File: src/design/acf_pkg.sv
// Shared types and constants for the atom clash filter.
`timescale 1ns / 1ps

package acf_pkg;

    localparam int RADIUS_W = 14;
    localparam int RSQ_W    = 2 * RADIUS_W;

    localparam logic [RADIUS_W-1:0] RADIUS_RESET = 14'd320;

    localparam logic [1:0] ACT_CLEAR = 2'd0;
    localparam logic [1:0] ACT_LOAD  = 2'd1;
    localparam logic [1:0] ACT_QUERY = 2'd2;

    typedef enum logic [1:0] {
        ST_IDLE,
        ST_SCAN,
        ST_EMIT
    } acf_state_t;

    typedef struct packed {
        logic clear;
        logic load;
    } acf_store_cmd_t;

    typedef struct packed {
        logic full;
        logic in_box;
    } acf_store_stat_t;

endpackage

File: src/design/acf_scan.sv
// Pipelined squared-distance test of one stored atom per cycle against the query point.
`timescale 1ns / 1ps

module acf_scan import acf_pkg::*; #(
    parameter int COORD_BITS = 18
) (
    input  logic                         aclk,
    input  logic                         aresetn,
    input  logic                         rd_en,
    input  logic signed [COORD_BITS-1:0] atom_x,
    input  logic signed [COORD_BITS-1:0] atom_y,
    input  logic signed [COORD_BITS-1:0] atom_z,
    input  logic signed [COORD_BITS-1:0] q_x,
    input  logic signed [COORD_BITS-1:0] q_y,
    input  logic signed [COORD_BITS-1:0] q_z,
    input  logic        [RSQ_W-1:0]      rsq,
    output logic                         hit,
    output logic                         busy
);

    localparam int SQ_W  = 2 * COORD_BITS;
    localparam int SUM_W = SQ_W + 2;
    localparam int CMP_W = (SUM_W > RSQ_W) ? SUM_W : RSQ_W;

    function automatic logic [COORD_BITS-1:0] abs_diff(
        input logic signed [COORD_BITS-1:0] a,
        input logic signed [COORD_BITS-1:0] b
    );
        logic signed [COORD_BITS:0] d;
        logic signed [COORD_BITS:0] m;
        d = {a[COORD_BITS-1], a} - {b[COORD_BITS-1], b};
        m = d[COORD_BITS] ? -d : d;
        return m[COORD_BITS-1:0];
    endfunction

    logic v1_reg, v2_reg, v3_reg, hit_reg;
    logic [COORD_BITS-1:0] dx_reg, dy_reg, dz_reg;
    logic [SQ_W-1:0]       sx_reg, sy_reg, sz_reg;
    logic [SUM_W-1:0]      sum;

    assign sum = SUM_W'(sx_reg) + SUM_W'(sy_reg) + SUM_W'(sz_reg);

    always_ff @(posedge aclk) begin
        if (!aresetn) begin
            v1_reg  <= 1'b0;
            v2_reg  <= 1'b0;
            v3_reg  <= 1'b0;
            hit_reg <= 1'b0;
        end else begin
            v1_reg  <= rd_en;
            v2_reg  <= v1_reg;
            v3_reg  <= v2_reg;
            hit_reg <= v3_reg && (CMP_W'(sum) <= CMP_W'(rsq));
        end
    end

    always_ff @(posedge aclk) begin
        dx_reg <= abs_diff(atom_x, q_x);
        dy_reg <= abs_diff(atom_y, q_y);
        dz_reg <= abs_diff(atom_z, q_z);
        sx_reg <= SQ_W'(dx_reg) * SQ_W'(dx_reg);
        sy_reg <= SQ_W'(dy_reg) * SQ_W'(dy_reg);
        sz_reg <= SQ_W'(dz_reg) * SQ_W'(dz_reg);
    end

    assign hit  = hit_reg;
    assign busy = v1_reg || v2_reg || v3_reg;

endmodule

File: config.mk
export PLATFORM = sky130hd
export DESIGN_NAME = acf_scan
export DESIGN_NICKNAME = d
export VERILOG_FILES = /design/src/design/acf_pkg.sv /design/src/design/acf_scan.sv
export SDC_FILE = /design/constraint.sdc
export NUM_CORES = 2
export LEC_CHECK = 0
export BUFFER_PORTS_ARGS = -buffer_cell sky130_fd_sc_hd__buf_2
export CELL_PAD_IN_SITES_DETAIL_PLACEMENT = 2
export CELL_PAD_IN_SITES_GLOBAL_PLACEMENT = 2
export CORE_ASPECT_RATIO = 0.8
export CORE_MARGIN = 4
export CORE_UTILIZATION = 41
export CTS_BUF_LIST = sky130_fd_sc_hd__clkbuf_4 sky130_fd_sc_hd__clkbuf_8 sky130_fd_sc_hd__clkbuf_16
export DETAILED_ROUTE_END_ITERATION = 8
export GPL_TIMING_DRIVEN = 1
export HOLD_SLACK_MARGIN = 0.03
export PLACE_DENSITY = 0.8
export SLEW_MARGIN = 10
export SYNTH_ARGS = -nofsm -noshare
export SYNTH_HDL_FRONTEND = slang
export SYNTH_SLANG_ARGS = --single-unit
export TNS_END_PERCENT = 50
File: constraint.sdc
create_clock -name aclk -period 7.2 [get_ports aclk]
set_input_delay 0.36 -clock aclk [delete_from_list [all_inputs] [get_ports aclk]]
set_output_delay 0.36 -clock aclk [all_outputs]
set_load 0.01 [all_outputs]
==> results.ini <==
[detailed_routing]
drc=0
drtIter0Drc=1149
wl_um=114000
wl_per_cell_um=20.7
firstDrtPassIters=5
ant_nets=0
viasPerCell=5.12
via_count=28141

[clock_tree]
clockBufferDepth=2
cts_tree=built
cts.sinks=163
h-tree-depth=4
clk_pin_slew_ns=0.08
cts_buffers=17
cts_root_buffer=clkbuf_16
clock_latency_ns=0.51

[timing]
finalHoldViolations=0
slew_viol_final=0
setup_viol=0
worst_pin_slew_ns=1.12
rsz0062_at_grt=no
finClkSkew_ns=0.0190
post-route-period-util_pct=96.9
max_clock_freq_ghz=0.143
relSlewSlack_pct=25.3
period_needed_ns=6.97
fin_tns_setup_ns=0

[critical_path]
rr_startpoint=dx_reg[8]
slowest_stage=fa_1
r2r_slack_ns=0.23
startpoint_type=flip-flop
arrival_ns=7.41
r2r_cells=23
slowest_delay_ns=0.56
critPathMaxFanout=5
required_ns=7.63
critical_path.endpoint_type=flip-flop
cp-startpoint=dx_reg[8]
crit_chain=and2_1, inv_1, fa_1, inv_1, fa_1, inv_1, fa_1, fa_1, inv_1, fa_1, inv_1, fa_1, inv_1, ha_1, and3_1, a211o_1, a311oi_2, o31ai_1, a41o_1, or4_1, a31o_2, a21oi_1, xnor2_1
worstSetupPathType=reg -> reg
timing.rr.end=sx_reg[34]
critPathCapture=sx_reg[34]

[synthesis]
avgSynthCellArea_um2=8.93
synth_area_um2=36900
ys_seq_area_share_pct=8.83
ys_types=70
syn-instance-count=4136
ys_ff_latch=163
synth_edf_count=0
ys_warn_count=0
async_flop_share_pct=0
synth_ff_type=dfxtp_1

[global_routing]
grt_overflow_total=0
grt_pass1_wl_um=185000
grt_usage_pct=24.8
antenna_found_initial=6
grt_max_degree=20
grt_pass1_vias=33761

[job]
maxCapViolCount=0

[floorplan]
fp.dieArea_um2=95000
coreArea_um2=89400
start_util_pct=41.3
die_w_um=344
ios=141
die_h_um=276
rows=98

[finish]
regArea_um2=3280
n_antenna_cell=0
layout-drive-gt1-share_pct=6.66
final_cell_mix=inv_1 (1091), fa_1 (689), ha_1 (451)
fill_cells=9844
final_common_cell=inv_1
finalNetCount=5563
area_growth_pct=8.24
multiInputGateArea_um2=29300

[run_status]
status=finished clean

[worst_hold_path]
hp-class=in -> reg

[place]
detailedPlacementHpwl_um=99300
port_buffers=140
place.gp.congestion=0.838

cells in the mapped netlist, types with 63 or more instances:
cell         n  area, um^2
ha_1       451        5640
a21oi_1    146         731
o21ai_0     98         490
nor2_1     136         510
clkbuf_1    84         315
and2_1     191        1190
a21o_1      81         608
nand2_1    368        1380
inv_1     1091        4100
dfxtp_1    163        3260
xor2_1      63         552
xnor2_1    162        1420
fa_1       689       13800
critical path, delay by kind of cell, from the launching register on:
family / cells / cell delay, ns
AO/OA/AOI/OAI: 6 / 1.69
XOR/XNOR: 1 / 0.13
adder cells (fa/ha/maj): 7 / 3.44
buffers and inverters: 6 / 0.37
flip-flops: 1 / 0.39
AND/OR/NAND/NOR: 3 / 0.88
repair_timing:
item / CTS / global route
buffers inserted: 0 / 0
endpoints found under the setup margin: 0 / 12
resized for setup: 0 / 18
hold endpoints to repair: 1 / 0
hold buffers: 1 / 0
cells by family after synthesis:
| logic type | count (synthesis) | synth area share (%) |
|---|---|---|
| multiplexers | 12 | 0.339 |
| other | 1 | 0.0102 |
| buffers and inverters | 1176 | 12.0 |
| flip-flops | 163 | 8.83 |
| XOR/XNOR | 225 | 5.34 |
| AND/OR/NAND/NOR | 899 | 11.7 |
| AO/OA/AOI/OAI | 520 | 9.17 |
| adder cells (fa/ha/maj) | 1140 | 52.6 |
area by class of cell:
cell class | instances | area share (%)
flip-flops and latches | 163 | 8.21
inverters | 1091 | 10.2
well taps | 1200 | 3.76
repair buffers | 213 | 3.13
clock inverters | 12 | 0.288
clock buffers | 20 | 1.17
multi-input cells | 2798 | 73.2
metrics by stage:
step	setup slack, ns	cells	area [um^2]	hold WS, ns	util, %
floorplan	0.665	4137	36900	0.404	-
global placement	0.434	5464	39400	0.439	44.0
detailed placement	0.160	5464	39400	0.447	44.0
CTS	0.0420	5497	39900	0.172	44.7
global route	0.00730	5497	40000	0.197	44.7
finish	0.226	5497	40000	0.205	44.7
layer usage:
layer / GRT usage [%] / wire length, um
met5: 0 / 45
met2: 43.2 / 56700
met1: 32.5 / 51000
met4: 6.25 / 2690
met3: 3.27 / 3390
worst min-delay path by stage:
stage	from	end	slack, ns	cells after the start
2_1_floorplan	dx_reg[0]	sx_reg[0]	0.40	0
3_3_place_gp	v2_reg	v3_reg	0.44	1
3_5_place_dp	v2_reg	v3_reg	0.45	1
4_1_cts	aresetn	v1_reg	0.17	2
5_1_grt	aresetn	v3_reg	0.20	2
6_report	q_z[0]	dz_reg[0]	0.20	3
Power is left out: the tool's default activity adds up to more than one toggle a clock period on the data nets, which glitch-free logic cannot reach.
